==> src/rtl/core/tbrat_pkg.sv <==
`timescale 1ns / 1ps
// ----------------------------------------------------------------------------
// tbrat_pkg: shared types and constants
// Payload structs and fixed constants of the tick bar tracker.
// ----------------------------------------------------------------------------
package tbrat_pkg;
  localparam int PRICE_BITS = 32;
  localparam int TIME_W = 48;
  localparam int PERIOD_W = 22;
  localparam int BARS_W = 6;
  localparam int RSI_W = 23;
  localparam logic [PERIOD_W-1:0] PERIOD_RESET = 22'd60000;
  localparam logic [BARS_W-1:0] BAR_CAP = 6'd50;
  localparam logic [RSI_W-1:0] RSI_FULL = 23'd6553600;
  localparam logic [RSI_W-1:0] RSI_MID = 23'd3276800;

  typedef struct packed {
    logic [PRICE_BITS-1:0] bid_price;
    logic [PRICE_BITS-1:0] ask_price;
    logic [TIME_W-1:0]     time_ms;
  } tick_t;

  typedef struct packed {
    logic                  bar_closed;
    logic [PRICE_BITS-1:0] closed_high;
    logic [PRICE_BITS-1:0] closed_low;
    logic [PRICE_BITS-1:0] closed_close;
    logic [BARS_W-1:0]     bars_held;
    logic [PRICE_BITS-1:0] range_average;
    logic [RSI_W-1:0]      strength_index;
  } result_t;
endpackage

==> src/rtl/core/tbrat_if.sv <==
`timescale 1ns / 1ps
// ----------------------------------------------------------------------------
// tbrat_tick_if / tbrat_result_if: valid/ready channels
// One beat carries one tick or one result.
// ----------------------------------------------------------------------------
interface tbrat_tick_if;
  logic valid;
  logic ready;
  tbrat_pkg::tick_t data;
  modport source (output valid, output data, input ready);
  modport sink (input valid, input data, output ready);
endinterface

interface tbrat_result_if;
  logic valid;
  logic ready;
  tbrat_pkg::result_t data;
  modport source (output valid, output data, input ready);
  modport sink (input valid, input data, output ready);
endinterface

==> src/rtl/core/tbrat_divider.sv <==
`timescale 1ns / 1ps
// ----------------------------------------------------------------------------
// tbrat_divider: bit-serial restoring divider
// One quotient bit per cycle; numerator shifts in MSB first.
// ----------------------------------------------------------------------------
module tbrat_divider #(
  parameter int NUM_W = 48,
  parameter int DEN_W = 40
) (
  input  logic             clk,
  input  logic             rst,
  input  logic             start,
  input  logic [NUM_W-1:0] num,
  input  logic [DEN_W-1:0] den,
  output logic             done,
  output logic [NUM_W-1:0] quo
);
  localparam int CNT_W = $clog2(NUM_W + 1);
  logic             busy;
  logic [NUM_W-1:0] shreg;
  logic [DEN_W-1:0] dreg;
  logic [DEN_W:0]   rem;
  logic [CNT_W-1:0] cnt;
  logic [DEN_W:0]   trial;

  always_comb begin
    trial = {rem[DEN_W-1:0], shreg[NUM_W-1]};
  end

  always_ff @(posedge clk) begin
    if (rst) begin
      busy <= 1'b0;
      done <= 1'b0;
      cnt <= '0;
    end else begin
      done <= 1'b0;
      if (start) begin
        busy <= 1'b1;
        cnt <= CNT_W'(NUM_W);
        shreg <= num;
        dreg <= den;
        rem <= '0;
      end else if (busy) begin
        if (trial >= {1'b0, dreg}) begin
          rem <= trial - {1'b0, dreg};
          shreg <= {shreg[NUM_W-2:0], 1'b1};
        end else begin
          rem <= trial;
          shreg <= {shreg[NUM_W-2:0], 1'b0};
        end
        cnt <= cnt - 1'b1;
        if (cnt == CNT_W'(1)) begin
          busy <= 1'b0;
          done <= 1'b1;
        end
      end
    end
  end
  assign quo = shreg;
endmodule

==> src/rtl/core/tick_bar_rsi_atr_tracker.sv <==
`timescale 1ns / 1ps
// ----------------------------------------------------------------------------
// tick_bar_rsi_atr_tracker: tick bars with tick RSI and bar ATR
// Per tick, the shared bit-serial divider computes the bar index and, when
//   needed, the RSI and ATR; a bit-serial multiply runs ahead of the RSI divide.
// Throughput: one tick at a time; the next tick is
//   taken as soon as the result is loaded, stalls only if it is still held.
// Reset (rst, synchronous): rings, sums and counts clear, RSI to 50,
//   period to 60000 ms.
// ----------------------------------------------------------------------------
module tick_bar_rsi_atr_tracker #(
  parameter int RSI_WINDOW = 14,
  parameter int ATR_WINDOW = 14
) (
  input  logic                          clk,
  input  logic                          rst,
  input  logic                          cfg_we,
  input  logic [tbrat_pkg::PERIOD_W-1:0] cfg_wdata,
  tbrat_tick_if.sink                    tick,
  tbrat_result_if.source                result
);
  import tbrat_pkg::*;

  localparam int RP_W = $clog2(RSI_WINDOW);
  localparam int AP_W = (ATR_WINDOW > 1) ? $clog2(ATR_WINDOW) : 1;
  localparam int MC_W = $clog2(RSI_WINDOW + 1);
  localparam int SUM_W = PRICE_BITS + 7;
  // wide enough for gain*6553600 and for the tick time
  localparam int DIV_W = (SUM_W + RSI_W > TIME_W) ? SUM_W + RSI_W : TIME_W;
  localparam int DEN_W = SUM_W + 1;

  // sequencer states
  localparam logic [2:0] S_IDLE  = 3'd0;
  localparam logic [2:0] S_BIDX  = 3'd1;
  localparam logic [2:0] S_RSI   = 3'd2;
  localparam logic [2:0] S_RSIW  = 3'd3;
  localparam logic [2:0] S_BAR   = 3'd4;
  localparam logic [2:0] S_ATRW  = 3'd5;
  localparam logic [2:0] S_OUT   = 3'd6;

  logic [2:0] state;
  logic [PERIOD_W-1:0] period;

  logic [PRICE_BITS-1:0] gain_ring [RSI_WINDOW];
  logic [PRICE_BITS-1:0] loss_ring [RSI_WINDOW];
  logic [PRICE_BITS-1:0] tr_ring [ATR_WINDOW];
  logic [SUM_W-1:0] gain_sum, loss_sum, tr_sum;
  logic [MC_W-1:0] move_count;
  logic [RP_W-1:0] rptr;
  logic [AP_W-1:0] aptr;
  logic [PRICE_BITS-1:0] prev_mid, hi, lo, cl, prior_close, mid;
  logic have_prev, bar_started;
  logic [TIME_W-1:0] bar_idx, new_idx;
  logic [BARS_W-1:0] closed_count;
  logic [PRICE_BITS-1:0] atr;
  logic [RSI_W-1:0] rsi;
  logic [PRICE_BITS-1:0] b_reg, a_reg;
  logic closed;
  logic [PRICE_BITS-1:0] c_hi, c_lo, c_cl;
  logic out_valid;
  result_t out_data;

  // divider, shared for bar index, RSI and ATR
  logic div_start, div_done;
  logic [DIV_W-1:0] dnum, dquo;
  logic [DEN_W-1:0] dden;
  tbrat_divider #(.NUM_W(DIV_W), .DEN_W(DEN_W)) u_div (
    .clk, .rst, .start(div_start), .num(dnum), .den(dden),
    .done(div_done), .quo(dquo)
  );

  // RSI path: gain*6553600 built by a serial multiply, then divided by
  // gain+loss; the product always fits DIV_W bits
  logic [PRICE_BITS:0] msum;
  logic [PRICE_BITS-1:0] g_new, l_new, tr_val, d1, d2, spread;
  logic [SUM_W-1:0] gsum_n, lsum_n;
  logic [MC_W-1:0] mc_n;
  logic [5:0] held;

  assign msum = {1'b0, b_reg} + {1'b0, a_reg};
  assign g_new = (mid > prev_mid) ? mid - prev_mid : '0;
  assign l_new = (mid < prev_mid) ? prev_mid - mid : '0;
  assign gsum_n = gain_sum - SUM_W'(gain_ring[rptr]) + SUM_W'(g_new);
  assign lsum_n = loss_sum - SUM_W'(loss_ring[rptr]) + SUM_W'(l_new);
  assign mc_n = (move_count < MC_W'(RSI_WINDOW)) ? move_count + 1'b1 : move_count;
  assign spread = hi - lo;
  assign d1 = (hi >= prior_close) ? hi - prior_close : prior_close - hi;
  assign d2 = (lo >= prior_close) ? lo - prior_close : prior_close - lo;
  always_comb begin
    tr_val = spread;
    if (d1 > tr_val) tr_val = d1;
    if (d2 > tr_val) tr_val = d2;
  end
  assign held = (closed_count > 6'(ATR_WINDOW)) ? 6'(ATR_WINDOW) : closed_count;

  // bit-serial multiply gain*FULL: shift-add one multiplier bit a cycle
  logic [DIV_W-1:0] prod, prod_next;
  logic [4:0] mcnt;
  logic [RSI_W-1:0] mplr;

  assign prod_next = {prod[DIV_W-2:0], 1'b0} +
                     (mplr[RSI_W-1] ? DIV_W'(gain_sum) : '0);

  always_ff @(posedge clk) begin
    if (rst) begin
      state <= S_IDLE;
      period <= PERIOD_RESET;
      gain_sum <= '0; loss_sum <= '0; tr_sum <= '0;
      move_count <= '0; rptr <= '0; aptr <= '0;
      have_prev <= 1'b0; bar_started <= 1'b0;
      prev_mid <= '0; prior_close <= '0;
      closed_count <= '0; atr <= '0; rsi <= RSI_MID;
      out_valid <= 1'b0;
      div_start <= 1'b0;
      for (int i = 0; i < RSI_WINDOW; i++) begin
        gain_ring[i] <= '0;
        loss_ring[i] <= '0;
      end
      for (int i = 0; i < ATR_WINDOW; i++) tr_ring[i] <= '0;
    end else begin
      div_start <= 1'b0;
      if (cfg_we) period <= cfg_wdata;
      if (out_valid && result.ready) out_valid <= 1'b0;
      case (state)
        S_IDLE: begin
          if (tick.valid) begin
            b_reg <= tick.data.bid_price;
            a_reg <= tick.data.ask_price;
            dnum <= DIV_W'(tick.data.time_ms);
            dden <= DEN_W'((period == '0) ? PERIOD_W'(1) : period);
            div_start <= 1'b1;
            state <= S_BIDX;
          end
        end
        S_BIDX: begin
          if (div_done) begin
            new_idx <= dquo[TIME_W-1:0];
            mid <= msum[PRICE_BITS:1];
            state <= S_RSI;
          end
        end
        S_RSI: begin
          if (have_prev) begin
            gain_sum <= gsum_n; loss_sum <= lsum_n;
            gain_ring[rptr] <= g_new; loss_ring[rptr] <= l_new;
            rptr <= (32'(rptr) + 1 >= RSI_WINDOW) ? '0 : rptr + 1'b1;
            move_count <= mc_n;
          end
          prev_mid <= mid;
          have_prev <= 1'b1;
          if (have_prev && mc_n >= MC_W'(RSI_WINDOW)) begin
            if (lsum_n == '0) begin
              rsi <= RSI_FULL;
              state <= S_BAR;
            end else begin
              prod <= '0;
              mplr <= RSI_FULL;
              mcnt <= 5'd23;
              dden <= DEN_W'(gsum_n) + DEN_W'(lsum_n);
              state <= S_RSIW;
            end
          end else begin
            state <= S_BAR;
          end
        end
        S_RSIW: begin
          // multiply phase, then divide phase
          if (mcnt != '0) begin
            prod <= prod_next;
            mplr <= {mplr[RSI_W-2:0], 1'b0};
            mcnt <= mcnt - 1'b1;
            if (mcnt == 5'd1) begin
              dnum <= prod_next;
              div_start <= 1'b1;
            end
          end else if (div_start) begin
            div_start <= 1'b0;
          end else if (div_done) begin
            rsi <= dquo[RSI_W-1:0];
            state <= S_BAR;
          end
        end
        S_BAR: begin
          closed <= 1'b0;
          c_hi <= '0; c_lo <= '0; c_cl <= '0;
          if (!bar_started) begin
            hi <= mid; lo <= mid; cl <= mid; bar_idx <= new_idx;
            bar_started <= 1'b1;
            state <= S_OUT;
          end else if (new_idx != bar_idx) begin
            closed <= 1'b1;
            c_hi <= hi; c_lo <= lo; c_cl <= cl;
            prior_close <= cl;
            if (closed_count < BAR_CAP) closed_count <= closed_count + 1'b1;
            hi <= mid; lo <= mid; cl <= mid; bar_idx <= new_idx;
            if (closed_count != '0) begin
              tr_sum <= tr_sum - SUM_W'(tr_ring[aptr]) + SUM_W'(tr_val);
              tr_ring[aptr] <= tr_val;
              aptr <= (32'(aptr) + 1 >= ATR_WINDOW) ? '0 : aptr + 1'b1;
              dnum <= DIV_W'(tr_sum - SUM_W'(tr_ring[aptr]) + SUM_W'(tr_val));
              dden <= DEN_W'(held);
              div_start <= 1'b1;
              state <= S_ATRW;
            end else begin
              state <= S_OUT;
            end
          end else begin
            if (mid > hi) hi <= mid;
            if (mid < lo) lo <= mid;
            cl <= mid;
            state <= S_OUT;
          end
        end
        S_ATRW: begin
          if (div_done) begin
            atr <= dquo[PRICE_BITS-1:0];
            state <= S_OUT;
          end
        end
        S_OUT: begin
          // wait here while the previous result beat is still held
          if (!out_valid || result.ready) begin
            out_valid <= 1'b1;
            out_data.bar_closed <= closed;
            out_data.closed_high <= c_hi;
            out_data.closed_low <= c_lo;
            out_data.closed_close <= c_cl;
            out_data.bars_held <= closed_count;
            out_data.range_average <= atr;
            out_data.strength_index <= rsi;
            state <= S_IDLE;
          end
        end
        default: state <= S_IDLE;
      endcase
    end
  end

  assign tick.ready = (state == S_IDLE) && !rst;
  assign result.valid = out_valid;
  assign result.data = out_data;
endmodule

==> src/flat_wrapper.sv <==
// flat-port wrapper written by rule: the top's interface ports become plain ports
module tick_bar_rsi_atr_tracker_flat import tbrat_pkg::*;
#(
  parameter int RSI_WINDOW = 14,
  parameter int ATR_WINDOW = 14
)
  (clk, rst, cfg_we, cfg_wdata, tick_valid, tick_data, tick_ready, result_valid, result_data, result_ready);
  tbrat_tick_if tick_i ();
  tbrat_result_if result_i ();
  input  logic clk;
  input  logic rst;
  input  logic cfg_we;
  input  logic [tbrat_pkg::PERIOD_W-1:0] cfg_wdata;
  input wire logic [$bits(tick_i.valid)-1:0] tick_valid;
  input wire logic [$bits(tick_i.data)-1:0] tick_data;
  output wire logic [$bits(tick_i.ready)-1:0] tick_ready;
  output wire logic [$bits(result_i.valid)-1:0] result_valid;
  output wire logic [$bits(result_i.data)-1:0] result_data;
  input wire logic [$bits(result_i.ready)-1:0] result_ready;
  assign tick_i.valid = tick_valid;
  assign tick_i.data = tick_data;
  assign tick_ready = tick_i.ready;
  assign result_valid = result_i.valid;
  assign result_data = result_i.data;
  assign result_i.ready = result_ready;
  tick_bar_rsi_atr_tracker #(.RSI_WINDOW(RSI_WINDOW), .ATR_WINDOW(ATR_WINDOW)) u_core (.clk(clk), .rst(rst), .cfg_we(cfg_we), .cfg_wdata(cfg_wdata), .tick(tick_i), .result(result_i));
endmodule
==> config.mk <==
export PLATFORM = sky130hd
export DESIGN_NAME = tick_bar_rsi_atr_tracker_flat
export DESIGN_NICKNAME = d
export VERILOG_FILES = /design/src/rtl/core/tbrat_pkg.sv /design/src/rtl/core/tbrat_if.sv /design/src/rtl/core/tbrat_divider.sv /design/src/rtl/core/tick_bar_rsi_atr_tracker.sv /design/src/flat_wrapper.sv
export SDC_FILE = /design/constraint.sdc
export NUM_CORES = 2
export LEC_CHECK = 0
export ABC_AREA = 0
export BUFFER_PORTS_ARGS = -buffer_cell sky130_fd_sc_hd__buf_2
export CORE_MARGIN = 2
export CORE_UTILIZATION = 51
export CTS_BUF_LIST = sky130_fd_sc_hd__clkbuf_16
export DETAILED_ROUTE_END_ITERATION = 12
export GPL_ROUTABILITY_DRIVEN = 0
export PLACE_DENSITY = 0.67
export SETUP_SLACK_MARGIN = 0.05
export SYNTH_ARGS = -nofsm -noshare
export SYNTH_HDL_FRONTEND = slang
export SYNTH_HIERARCHICAL = 1
export SYNTH_SLANG_ARGS = --single-unit
==> constraint.sdc <==
create_clock -name clk -period 36.3 [get_ports clk]
set_input_delay 3.63 -clock clk [delete_from_list [all_inputs] [get_ports clk]]
set_output_delay 3.63 -clock clk [all_outputs]
set_load 0.02 [all_outputs]
==> flow_metrics.py <==
metrics = {
    "outcome": {
        "status": "completed",
    },
    "worst_setup_path": {
        "start_kind": "flop",
        "rr_worst_depth": 56,
        "r2r-start": "u_core/prior_close[1]",
        "r2r-end": "u_core/tr_sum[37]",
        "startpoint": "u_core/prior_close[1]",
        "slowest_delay_ns": 0.72,
        "required_ns": 37.13,
        "path_delay_family": "compound AO/OA/AOI/OAI gates",
        "path_class": "reg2reg",
        "critPathArrivalTime_ns": 16.76,
        "end_kind": "flop",
        "path_depth": 56,
        "cp.buffers_inverters": 4,
        "critPathCapture": "u_core/tr_sum[37]",
        "critPathSlowestCell": "a211o_2",
        "reg2reg_slack_ns": 20.37,
        "crit_path_max_fanout": 56,
    },
    "floorplan": {
        "dieArea_um2": 278000,
        "fp.coreArea_um2": 273000,
        "die_x_um": 527,
        "io_pins": 299,
        "initial_core_util_pct": 51.1,
        "die_h_um": 527,
        "core.rowCount": 192,
    },
    "synth": {
        "ys_top_cells_by_count": "edfxtp_1, nor2_1, nand2_1",
        "post_synth.cell_area_avg_um2": 11.9,
        "ys_warn_count": 6,
        "yosysMostFrequentCell": "edfxtp_1",
        "yosysSeqAreaShare_pct": 55.8,
        "synth.distinct_cells": 117,
        "synthArstFlopShare_pct": 0,
        "yosysTopAreaCell": "edfxtp_1",
        "syn_nets": 12600,
        "synth_area_um2": 139000,
        "synthDominantCellAreaShare_pct": 51.5,
        "syn_inst": 11700,
        "ys.flop_type": "edfxtp_1",
        "synth-edff-count": 2394,
        "synth_area_leaders": "edfxtp_1, mux4_2, ha_1, nor2_1, dfxtp_1",
        "ys_ff_latch": 2693,
    },
    "power_and_ir_drop": {
        "power_w": 0.0130,
        "peakVddDrop_mv": 0.0973,
        "powerDensity_nw_per_um2": 84.1,
        "leakagePower_nw": 58.6,
    },
    "detailed_routing": {
        "ant_nets": 0,
        "wl_per_cell_um": 27.1,
        "drc_errors": 0,
        "drtPass1Iterations": 6,
        "wl_met3_mm": 47.6,
        "vias": 97800,
        "first_iter_violations": 12700,
        "met1Wirelength_mm": 164,
        "wl_met2_mm": 191,
        "avgViaCountPerCell": 6.23,
        "drt_wl_total_mm": 426,
        "top_layer_used": "met5",
    },
    "timing": {
        "rsz0062_at_grt": "no",
        "hold_violations": 0,
        "period_share_pct": 43.9,
        "worst_pin_slew_ns": 1.33,
        "setup_viol": 0,
        "finalSetupTns_ns": 0,
        "slew_viol_final": 0,
        "fin_worst_skew_ns": 0.0690,
        "slew-limit-headroom_pct": 10.8,
        "max_clock_freq_ghz": 0.0628,
        "period_minus_slack_ns": 15.93,
    },
    "cts": {
        "cts_tree": "done",
        "cts_max_level": 5,
        "clock_latency_ns": 0.96,
        "cts_root_buf": "clkbuf_16",
        "cts_resized": 0,
        "cts_hold_buf": 0,
        "postCtsSetupBuffers": 0,
        "path_clk_slew_ns": 0.06,
        "cts_buffer_depth": 4,
        "cts_sinks": 2693,
        "numCtsBuffers": 295,
    },
    "global_routing": {
        "grt_pass1_wl_mm": 625,
        "antenna_found_initial": 15,
        "first_global_vias": 96700,
        "grt_max_degree": 111,
        "grt_usage_pct": 30.1,
        "gr-total-overflow": 0,
    },
    "hold_path": {
        "hold_class": "reg2reg",
    },
    "cells_and_area": {
        "register_area_um2": 77900,
        "fin_util_pct": 56.6,
        "multi_input_area_um2": 56500,
        "area_growth_pct": 10.7,
        "layout-drive-gt1-share_pct": 13.5,
        "fillers": 22200,
        "finalInstanceArea_um2": 154000,
        "largestRegisters": "u_core/gain_ring: 512 flops, u_core/loss_ring: 512 flops, u_core/tr_ring: 512 flops",
        "fin_cells": 15700,
        "nets": 12800,
    },
    "flow_run": {
        "maxCapViolations": 0,
    },
    "placed_design": {
        "dpl_cell_area_um2": 145000,
        "dp_hpwl_mm": 279,
        "io_buffer_count": 298,
        "dp_cells": 15100,
    },
}
==> cells in the final DEF (no fill, tap or decap), types with 184 or more instances in the layout <==
| master | count |
|---|---|
| a21o_1 | 214 |
| a21oi_1 | 781 |
| buf_2 | 297 |
| buf_4 | 184 |
| clkbuf_16 | 299 |
| dfxtp_1 | 291 |
| edfxtp_1 | 2394 |
| ha_1 | 694 |
| inv_1 | 869 |
| mux4_2 | 480 |
| nand2_1 | 819 |
| nor2_1 | 1847 |
| nor3_1 | 192 |
| o21ai_0 | 337 |
| xnor2_1 | 337 |
==> worst min-delay path by stage <==
stage | slack, ns | startpoint | endpoint | cells past startpoint
final | 0.40 | u_core/atr[7] | u_core/result.data[30] | 0
after global routing | 0.42 | u_core/dden[33] | u_core/u_div/dreg[33] | 0
after detailed placement | 0.40 | u_core/c_lo[10] | u_core/result.data[103] | 0
after floorplan | 0.40 | u_core/c_lo[7] | u_core/result.data[100] | 0
after global placement | 0.40 | u_core/c_hi[0] | u_core/result.data[125] | 0
after CTS | 0.40 | u_core/atr[7] | u_core/result.data[30] | 0
==> power breakdown <==
part	switching, W	internal [W]	total [W]
combinational	0.00407	0.00207	0.00615
sequential	0.000124	0.00374	0.00387
clock	0.00128	0.00169	0.00297
total	0.00548	0.00751	0.0130
==> metrics by stage <==
step	setup slack, ns	hold WS (ns)
6_report	20.37	0.403
5_1_grt	19.28	0.420
4_1_cts	20.87	0.400
3_5_place_dp	20.91	0.405
3_3_place_gp	21.14	0.401
2_1_floorplan	15.08	0.400
==> worst reg2reg max path: cells and delay by family, from the launching register on <==
family          cells  cell delay [ns]
mux                 2             0.68
compound gates     27             8.24
fa+ha+maj           5             2.08
xor+xnor            2             0.33
buf+inv             4             1.11
flops               1             0.53
simple gates       16             2.93
==> area by class of cell <==
| cell class | count | area share [%] |
|---|---|---|
| inverter | 808 | 1.96 |
| antenna | 8 | 0.0130 |
| timing repair buffer | 484 | 1.89 |
| clock buffer | 299 | 4.85 |
| tap | 3589 | 2.91 |
| multi-input combinational | 7567 | 36.6 |
| sequential | 2693 | 50.5 |
| clock inverter | 239 | 1.33 |
==> cells by family (layout without fill, tap and decap cells) <==
logic type | count (synthesis) | count (layout) | share of synthesized area, %
buffers and inverters | 1442 | 1830 | 3.99
AND/OR/NAND/NOR | 3626 | 3626 | 11.3
flip-flops | 2693 | 2693 | 55.8
adder cells (fa/ha/maj) | 803 | 803 | 7.79
multiplexers | 642 | 642 | 9.00
other | 0 | 8 | 0
XOR/XNOR | 496 | 496 | 3.12
AO/OA/AOI/OAI | 2000 | 2000 | 9.01
==> layer usage <==
metal | global-route usage [%] | vias to the layer above
met5 | 0 | -
met4 | 14.0 | 12
met3 | 6.77 | 1012
met2 | 46.6 | 5668
met1 | 40.6 | 48500
li1 | - | 42600
(Power assumes the default switching activity.)
